### src/rtl/mssd_pkg.sv
package mssd_pkg;

    // widths of the request fields
    localparam int unsigned VALUE_W   = 16;
    localparam int unsigned HEX_W     = 5;
    localparam int unsigned PLACE_W   = 3;
    localparam int unsigned POS_W     = 2;
    localparam int unsigned SEG_W     = 7;
    localparam int unsigned DIGIT_W   = 4;
    localparam int unsigned NUM_POS   = 4;

    // reciprocal divide by powers of ten: q = (a * m) >> RECIP_SHIFT
    localparam int unsigned RECIP_W     = 27;
    localparam int unsigned RECIP_SHIFT = 30;
    localparam int unsigned PROD_W      = VALUE_W + RECIP_W;

    // digit positions
    localparam logic [POS_W-1:0] POS_FIRST  = 2'd0;
    localparam logic [POS_W-1:0] POS_SECOND = 2'd1;
    localparam logic [POS_W-1:0] POS_LAST   = 2'd3;

    // digit indexes into the magnitude
    localparam logic [PLACE_W-1:0] IDX_UNITS = 3'd0;
    localparam logic [PLACE_W-1:0] IDX_TENS  = 3'd1;
    localparam logic [PLACE_W-1:0] IDX_HUND  = 3'd2;
    localparam logic [PLACE_W-1:0] IDX_THOU  = 3'd3;
    localparam logic [PLACE_W-1:0] IDX_TTHOU = 3'd4;

    // command codes
    localparam logic CMD_DECIMAL = 1'b0;
    localparam logic CMD_HEX     = 1'b1;

    // segment patterns and limits
    localparam logic [SEG_W-1:0]          SEG_MINUS  = 7'h40;
    localparam logic [DIGIT_W-1:0]        DIGIT_ZERO = 4'd0;
    localparam logic signed [VALUE_W-1:0] NEG_LIMIT  = -16'sd999;

    typedef struct packed {
        logic                            command;
        logic signed [VALUE_W-1:0]       value;
        logic                            degree_mode;
        logic                            colon_on;
        logic [PLACE_W-1:0]              point_place;
        logic [NUM_POS-1:0][HEX_W-1:0]   hex_digit;
    } t_req;

    typedef struct packed {
        logic [POS_W-1:0] digit_select;
        logic [SEG_W-1:0] segment_bits;
        logic             point_lit;
        logic             colon_lit;
        logic             high_comma_lit;
    } t_res;

    // seven-segment glyphs, bit 0 = segment a
    function automatic logic [SEG_W-1:0] glyph(input logic [DIGIT_W-1:0] code);
        logic [SEG_W-1:0] seg;
        unique case (code)
            4'h0: seg = 7'h3F;
            4'h1: seg = 7'h06;
            4'h2: seg = 7'h5B;
            4'h3: seg = 7'h4F;
            4'h4: seg = 7'h66;
            4'h5: seg = 7'h6D;
            4'h6: seg = 7'h7D;
            4'h7: seg = 7'h07;
            4'h8: seg = 7'h7F;
            4'h9: seg = 7'h6F;
            4'hA: seg = 7'h77;
            4'hB: seg = 7'h7C;
            4'hC: seg = 7'h39;
            4'hD: seg = 7'h5E;
            4'hE: seg = 7'h79;
            4'hF: seg = 7'h71;
        endcase
        return seg;
    endfunction

    // ceil(2^30 / 10^idx); zero past the last index so the quotient is zero
    function automatic logic [RECIP_W-1:0] recip(input logic [PLACE_W-1:0] idx);
        logic [RECIP_W-1:0] m;
        unique case (idx)
            IDX_TENS:  m = 27'd107374183;
            IDX_HUND:  m = 27'd10737419;
            IDX_THOU:  m = 27'd1073742;
            IDX_TTHOU: m = 27'd107375;
            default:   m = '0;
        endcase
        return m;
    endfunction

endpackage

### src/rtl/mssd_digit_extract.sv
module mssd_digit_extract
    import mssd_pkg::*;
(
    input  logic [VALUE_W-1:0] i_mag,
    input  logic [PLACE_W-1:0] i_idx,
    output logic [DIGIT_W-1:0] o_digit
);

    logic [PLACE_W-1:0] idx_next;
    logic [PROD_W-1:0]  prod_lo;
    logic [PROD_W-1:0]  prod_hi;
    logic [VALUE_W-1:0] q_lo;
    logic [VALUE_W-1:0] q_hi;
    logic [VALUE_W-1:0] q_hi_x10;
    logic [VALUE_W-1:0] diff;

    // quotients by 10^idx and 10^(idx+1)
    always_comb begin
        idx_next = i_idx + 3'd1;
        prod_lo  = PROD_W'(i_mag) * PROD_W'(recip(i_idx));
        prod_hi  = PROD_W'(i_mag) * PROD_W'(recip(idx_next));
        q_lo     = (i_idx == IDX_UNITS) ? i_mag : VALUE_W'(prod_lo >> RECIP_SHIFT);
        q_hi     = VALUE_W'(prod_hi >> RECIP_SHIFT);
    end

    // remainder by ten from the two quotients
    always_comb begin
        q_hi_x10 = VALUE_W'(q_hi << 3) + VALUE_W'(q_hi << 1);
        diff     = q_lo - q_hi_x10;
        o_digit  = diff[DIGIT_W-1:0];
    end

endmodule

### src/rtl/mssd_seg_gen.sv
module mssd_seg_gen
    import mssd_pkg::*;
(
    input  t_req             i_req,
    input  logic [POS_W-1:0] i_pos,
    output t_res             o_res
);

    logic               v_neg;
    logic               big_neg;
    logic [VALUE_W-1:0] mag;
    logic [PLACE_W-1:0] idx_base;
    logic [PLACE_W-1:0] idx;
    logic               force_zero;
    logic [DIGIT_W-1:0] digit;
    logic [PLACE_W-1:0] pos_ext;
    logic [SEG_W-1:0]   dec_seg;
    logic               dec_point;
    logic [HEX_W-1:0]   hex_val;
    logic [SEG_W-1:0]   hex_seg;

    // magnitude and digit index; divide by ten and scale by ten become index shifts
    always_comb begin
        v_neg    = i_req.value[VALUE_W-1];
        big_neg  = (i_req.value < NEG_LIMIT);
        mag      = v_neg ? VALUE_W'(-i_req.value) : VALUE_W'(i_req.value);
        pos_ext  = {1'b0, i_pos};
        idx_base = pos_ext + {2'b00, big_neg};
        force_zero = 1'b0;
        idx        = idx_base;
        if (i_req.degree_mode) begin
            force_zero = (idx_base == IDX_UNITS);
            idx        = idx_base - 3'd1;
        end
    end

    mssd_digit_extract u_digit (
        .i_mag   (mag),
        .i_idx   (idx),
        .o_digit (digit)
    );

    // decimal glyph, minus sign and point
    always_comb begin
        dec_seg = glyph(force_zero ? DIGIT_ZERO : digit);
        if (v_neg && (i_pos == POS_LAST)) begin
            dec_seg = SEG_MINUS;
        end
        if (v_neg) begin
            dec_point = (i_pos != POS_FIRST) && (i_req.point_place == (pos_ext + 3'd1));
        end else begin
            dec_point = (i_pos != POS_FIRST) && (i_req.point_place == pos_ext);
        end
    end

    // hex glyph, values above 15 show a minus
    always_comb begin
        hex_val = i_req.hex_digit[i_pos];
        hex_seg = hex_val[HEX_W-1] ? SEG_MINUS : glyph(hex_val[DIGIT_W-1:0]);
    end

    // result select by command
    always_comb begin
        o_res.digit_select = i_pos;
        if (i_req.command == CMD_HEX) begin
            o_res.segment_bits   = hex_seg;
            o_res.point_lit      = 1'b0;
            o_res.colon_lit      = 1'b0;
            o_res.high_comma_lit = 1'b0;
        end else begin
            o_res.segment_bits   = dec_seg;
            o_res.point_lit      = dec_point;
            o_res.colon_lit      = i_req.colon_on;
            o_res.high_comma_lit = i_req.degree_mode;
        end
    end

endmodule

### src/rtl/mux_seven_segment_decimal_driver.sv
// Multiplexed four-digit seven-segment driver. Each request is one refresh
// tick: the digit position advances (wrapping to 0, or to 1 for a decimal tick
// in degree mode) and one result gives the selected digit, its segments a..g
// (bit 0 = a, active high) and the point, colon and high-comma marks. A request
// is registered, decoded by one pass of logic (a pair of reciprocal multiplies
// pick the decimal digit) and registered again, so the block takes one request
// per cycle while the output is not stalled; a stalled result holds the input
// stage once that stage is full. Position starts at 0 after reset.
module mux_seven_segment_decimal_driver
    import mssd_pkg::*;
(
    input  logic                      i_clk,
    input  logic                      i_rst_n,
    input  logic                      i_valid,
    output logic                      o_stall,
    input  logic                      i_command,
    input  logic signed [VALUE_W-1:0] i_value,
    input  logic                      i_degree_mode,
    input  logic                      i_colon_on,
    input  logic [PLACE_W-1:0]        i_point_place,
    input  logic [HEX_W-1:0]          i_hex_digit_0,
    input  logic [HEX_W-1:0]          i_hex_digit_1,
    input  logic [HEX_W-1:0]          i_hex_digit_2,
    input  logic [HEX_W-1:0]          i_hex_digit_3,
    output logic                      o_valid,
    input  logic                      i_stall,
    output logic [POS_W-1:0]          o_digit_select,
    output logic [SEG_W-1:0]          o_segment_bits,
    output logic                      o_point_lit,
    output logic                      o_colon_lit,
    output logic                      o_high_comma_lit
);

    logic             r_in_valid;
    logic             n_in_valid;
    t_req             r_req;
    t_req             n_req;
    logic             r_out_valid;
    logic             n_out_valid;
    t_res             r_res;
    t_res             n_res;
    logic [POS_W-1:0] r_pos;
    logic [POS_W-1:0] n_pos;
    logic             accept;
    logic             move;

    // handshake and stage control
    always_comb begin
        move        = r_in_valid && (!r_out_valid || !i_stall);
        o_stall     = r_in_valid && r_out_valid && i_stall;
        accept      = i_valid && !o_stall;
        n_in_valid  = accept || (r_in_valid && !move);
        n_out_valid = move || (r_out_valid && i_stall);
    end

    // request capture
    always_comb begin
        n_req.command      = i_command;
        n_req.value        = i_value;
        n_req.degree_mode  = i_degree_mode;
        n_req.colon_on     = i_colon_on;
        n_req.point_place  = i_point_place;
        n_req.hex_digit[0] = i_hex_digit_0;
        n_req.hex_digit[1] = i_hex_digit_1;
        n_req.hex_digit[2] = i_hex_digit_2;
        n_req.hex_digit[3] = i_hex_digit_3;
    end

    // position advance, degree ticks wrap to the second digit
    always_comb begin
        if (r_pos == POS_LAST) begin
            if ((r_req.command == CMD_DECIMAL) && r_req.degree_mode) begin
                n_pos = POS_SECOND;
            end else begin
                n_pos = POS_FIRST;
            end
        end else begin
            n_pos = r_pos + 2'd1;
        end
    end

    mssd_seg_gen u_seg_gen (
        .i_req (r_req),
        .i_pos (n_pos),
        .o_res (n_res)
    );

    // control registers
    always_ff @(posedge i_clk) begin
        if (!i_rst_n) begin
            r_in_valid  <= 1'b0;
            r_out_valid <= 1'b0;
            r_pos       <= POS_FIRST;
        end else begin
            r_in_valid  <= n_in_valid;
            r_out_valid <= n_out_valid;
            if (move) begin
                r_pos <= n_pos;
            end
        end
    end

    // payload registers
    always_ff @(posedge i_clk) begin
        if (accept) begin
            r_req <= n_req;
        end
        if (move) begin
            r_res <= n_res;
        end
    end

    // result outputs
    assign o_valid          = r_out_valid;
    assign o_digit_select   = r_res.digit_select;
    assign o_segment_bits   = r_res.segment_bits;
    assign o_point_lit      = r_res.point_lit;
    assign o_colon_lit      = r_res.colon_lit;
    assign o_high_comma_lit = r_res.high_comma_lit;

    // a degree tick never lands on the first digit
    a_degree_pos: assert property (@(posedge i_clk) disable iff (!i_rst_n)
        (o_valid && o_high_comma_lit) |-> (o_digit_select != POS_FIRST))
        else $error("degree mark shown on first digit");

    // the point is never lit on the first digit
    a_point_pos: assert property (@(posedge i_clk) disable iff (!i_rst_n)
        (o_valid && o_point_lit) |-> (o_digit_select != POS_FIRST))
        else $error("point lit on first digit");

    // input stalls only when both stages hold a request
    a_stall_full: assert property (@(posedge i_clk) disable iff (!i_rst_n)
        o_stall |-> (r_in_valid && r_out_valid))
        else $error("stall with a free stage");

    // a moved request updates the position shown next
    a_pos_track: assert property (@(posedge i_clk) disable iff (!i_rst_n)
        move |=> (o_valid && (o_digit_select == r_pos)))
        else $error("result position differs from position counter");

endmodule
### config.mk
export PLATFORM = sky130hd
export DESIGN_NAME = mux_seven_segment_decimal_driver
export DESIGN_NICKNAME = d
export VERILOG_FILES = /design/src/rtl/mssd_pkg.sv /design/src/rtl/mssd_digit_extract.sv /design/src/rtl/mssd_seg_gen.sv /design/src/rtl/mux_seven_segment_decimal_driver.sv
export SDC_FILE = /design/constraint.sdc
export NUM_CORES = 1
export LEC_CHECK = 0
export BUFFER_PORTS_ARGS = -buffer_cell sky130_fd_sc_hd__buf_2
export CORE_MARGIN = 4
export CORE_UTILIZATION = 54
export DETAILED_ROUTE_END_ITERATION = 10
export GPL_TIMING_DRIVEN = 0
export PLACE_DENSITY = 0.71
export SETUP_SLACK_MARGIN = 0.02
export SKIP_CTS_REPAIR_TIMING = 1
export SLEW_MARGIN = 10
export SYNTH_ARGS = -nofsm -noshare
export SYNTH_HDL_FRONTEND = slang
export SYNTH_SLANG_ARGS = --single-unit
### constraint.sdc
create_clock -name i_clk -period 29.3 [get_ports i_clk]
set_input_delay 5.86 -clock i_clk [delete_from_list [all_inputs] [get_ports i_clk]]
set_output_delay 5.86 -clock i_clk [all_outputs]
set_load 0.02 [all_outputs]
==> results.md <==
Run status:
- The flow ran to the end, and the final reports show no timing, DRC or antenna violations.

Floorplan:
- The die is 210.9 um wide.
- The number of ports placed on the die boundary is 60.
- The y dimension of the die is 210.9 um.
- The initial utilization of the core area, before any placement, comes to 54.59%.
- The number of core rows is 74.
- The region available for standard cell placement spans 0.04074 mm2.
- The die covers 0.04450 mm2.

Timing:
- In the final timing run, aggregate negative setup slack is 0 ns.
- Setup violations remaining at the end of the flow were counted as 0.
- The max-slew violation count came to 0.
- The time the final worst path needs with I/O delays and setup is 15.58 ns.
- After layout, the worst path uses 53.18% of the clock period.
- Static timing analysis puts the maximum clock frequency at 0.06418 GHz.
- Setup repair after global routing left no endpoint under its margin.
- The final hold violation count was 0.
- For the pin with the worst max-slew slack, the measured transition is 1.470 ns.
- The clock tree skew after final layout is 0.006374 ns.
- The headroom to the max-slew limit is 1.654%.

Setup path:
- The worst setup path is launched from a register.
- On the critical path, the stage with the largest delay is an instance of sky130_fd_sc_hd__buf_1.
- STA puts the critical path data arrival time at 15.63 ns.
- The delay of the slowest cell on the worst path is 0.68 ns.
- The critical path launch point is r_req[24].
- The required time of the worst setup path is 29.35 ns.
- The number of cells on the worst reg-to-reg path is 51.
- The critical path class is reg2reg.
- The worst setup path is captured at a register.
- The minimum setup slack among reg-to-reg paths is 13.72 ns.
- The worst register-to-register path begins at r_req[24].
- The peak fanout along the critical path is 10.
- The end of the worst register-to-register path is o_segment_bits[0].

Drt:
- The total wirelength of the detailed-routed design is 69.54 mm.
- The remaining antenna violation count is 0.
- The total via count after detailed routing is 16810.
- The via density per instance is 5.659.
- The total DRC errors in the routed layout is 0.
- For this block, the initial DRC count from the detailed router was 1372.
- The mean routed wirelength per cell is 23.42 um.
- The first detailed-routing pass took 6 iterations.

Finish:
- The footprint of the flip-flops and latches is 0.001702 mm2.
- The layout-stage area growth over the synthesis result is 6.391%.
- The cell area after layout is 0.02366 mm2.
- The net count of the finished layout is 3255.
- In the layout the commonest cells are sky130_fd_sc_hd__inv_1 (685), sky130_fd_sc_hd__fa_1 (477), sky130_fd_sc_hd__ha_1 (301), sky130_fd_sc_hd__nor2_1 (221), sky130_fd_sc_hd__nand2_1 (137).
- Leaving out fill and tap cells, the most frequent cell in the layout is sky130_fd_sc_hd__inv_1.
- The filler cell count is 3708.
- The layout cell share with drive strength beyond 1 is 5.296%.
- The area occupied by multi-input gates is 0.01776 mm2.

Min path:
- The worst hold path startpoint is r_in_valid.
- The worst hold path terminates at o_valid.
- The cell depth of the worst hold path is 2.
- The type of the tightest min-delay check is reg2reg.

CTS:
- The longest clock path from root to sink contains 2 buffers.
- The clock sink total is 58.
- The CTS buffer count is 9.
- After clock tree synthesis, the clock-pin slew on the worst setup and hold paths is 0.05 ns.
- The later pin in the worst-skew pair is clocked with a latency of 0.32 ns.
- The CTS tree is yes.
- The clock root buffer master is sky130_fd_sc_hd__clkbuf_16.
- In this run the number of H-tree levels came out at 3.

Place:
- The number of input and output port buffers inserted is 59.
- The post-DP HPWL is 60.39 mm.
- The routability-driven placement congestion ratio is 1.018.
- The cell area after placement is 0.02332 mm2.

Synth:
- The number of warnings reported in the yosys synthesis log is 0.
- The synthesized instance count is 2357.
- The number of different library cells in the post-synthesis netlist is 80.
- The number of nets handed over by synthesis was 3181.
- The async set or reset register ratio after synthesis is 0%.
- The netlist area before placement is 0.02224 mm2.
- The average cell area after synthesis is 9.436 um2.
- Among all flip-flop cells after synthesis, the most frequent one is sky130_fd_sc_hd__edfxtp_1.
- Synthesis inferred 58 register bits.
- For this run, the register share of the synthesized area comes to 7.651%.
- The number of enable-type register cells in the synthesized netlist is 54.

Job:
- The number of max-capacitance violations reported is 0.

GRT:
- For this run the aggregate overflow at the end of global routing stands at 0.
- The aggregate global-route resource usage is 32.45%.
- The number of antenna violations at the first check in global routing is 1.
- The global-route wire length before repair is 107.2 mm.
- Entering global routing, the biggest net connects 35 pins.
- The number of global-route vias before repair is 17990.
[through the flow]
stage	worst slack, ns	util (%)	instances	hold WS [ns]
finish	13.72	58.08	2970	0.5123
global route	12.96	58.07	2968	0.5398
CTS	13.93	58.07	2968	0.5051
detailed placement	14.03	57.24	2952	0.4910
global placement	13.65	56.95	2948	0.4599
floorplan	17.06	-	2357	0.4453
[cells by family after synthesis]
kind of cell	count (synthesis)	share of synthesized area, %
XOR/XNOR	71	3.156
adder cells (fa/ha/maj)	778	59.87
multiplexers	15	1.029
AND/OR/NAND/NOR	464	9.164
buffers and inverters	752	12.79
AO/OA/AOI/OAI	219	6.340
flip-flops	58	7.651
[final cells by class]
type | instances | area share (%)
tap | 532 | 2.813
inverter | 688 | 10.91
timing repair buffer | 63 | 1.475
buffer | 64 | 1.110
sequential | 58 | 7.191
antenna | 2 | 0.02115
clock inverter | 4 | 0.3067
multi-input combinational | 1547 | 75.04
clock buffer | 12 | 1.126
[critical path: cells and delay by family (launching register included)]
family | cells | cell delay [ns]
AOI/OAI and AO/OA | 13 | 3.71
xor gates and xnor gates | 9 | 1.83
adders and majority gates | 12 | 4.45
buffers and inverters | 12 | 3.64
DFF | 1 | 0.40
muxes | 1 | 0.33
and+or+nand+nor | 4 | 0.91
[worst max-delay path by stage]
| stage | endpoint | slack [ns] |
|---|---|---|
| 6_report | o_segment_bits[0] | 13.72 |
| 5_1_grt | o_segment_bits[0] | 12.96 |
| 4_1_cts | o_segment_bits[5] | 13.93 |
| 3_5_place_dp | o_segment_bits[0] | 14.03 |
| 3_3_place_gp | o_segment_bits[5] | 13.65 |
| 2_1_floorplan | o_segment_bits[5] | 17.06 |
[flip-flops by register name, indices dropped and copies added (netlist names), 2 cells and up]
signal          flops
r_pos               2
r_req              42
o_segment_bits      7
o_digit_select      2
[cells in the mapped netlist, types with 13 or more instances]
cell | number | area, um2
sky130_fd_sc_hd__nor3_1 | 13 | 65.06
sky130_fd_sc_hd__xor2_1 | 17 | 148.9
sky130_fd_sc_hd__clkbuf_1 | 49 | 183.9
sky130_fd_sc_hd__inv_1 | 685 | 2571
sky130_fd_sc_hd__edfxtp_1 | 54 | 1622
sky130_fd_sc_hd__a21o_1 | 16 | 120.1
sky130_fd_sc_hd__nor2_1 | 221 | 829.6
sky130_fd_sc_hd__a21oi_1 | 91 | 455.4
sky130_fd_sc_hd__fa_1 | 477 | 9549
sky130_fd_sc_hd__nand2_1 | 137 | 514.2
sky130_fd_sc_hd__ha_1 | 301 | 3766
sky130_fd_sc_hd__o21ai_0 | 30 | 150.1
sky130_fd_sc_hd__nand3_1 | 24 | 120.1
sky130_fd_sc_hd__xnor2_1 | 47 | 411.6
[layer usage]
layer	vias up	track usage [%]	part of all wire, %
met5	-	0	0
met4	0	7.154	3.0
met3	140	7.931	9.4
met2	825	50.13	45
met1	8527	47.22	43
li1	7314	-	-
Power is left out: the tool's default activity adds up to more than one toggle a clock period on the data nets, which glitch-free logic cannot reach.
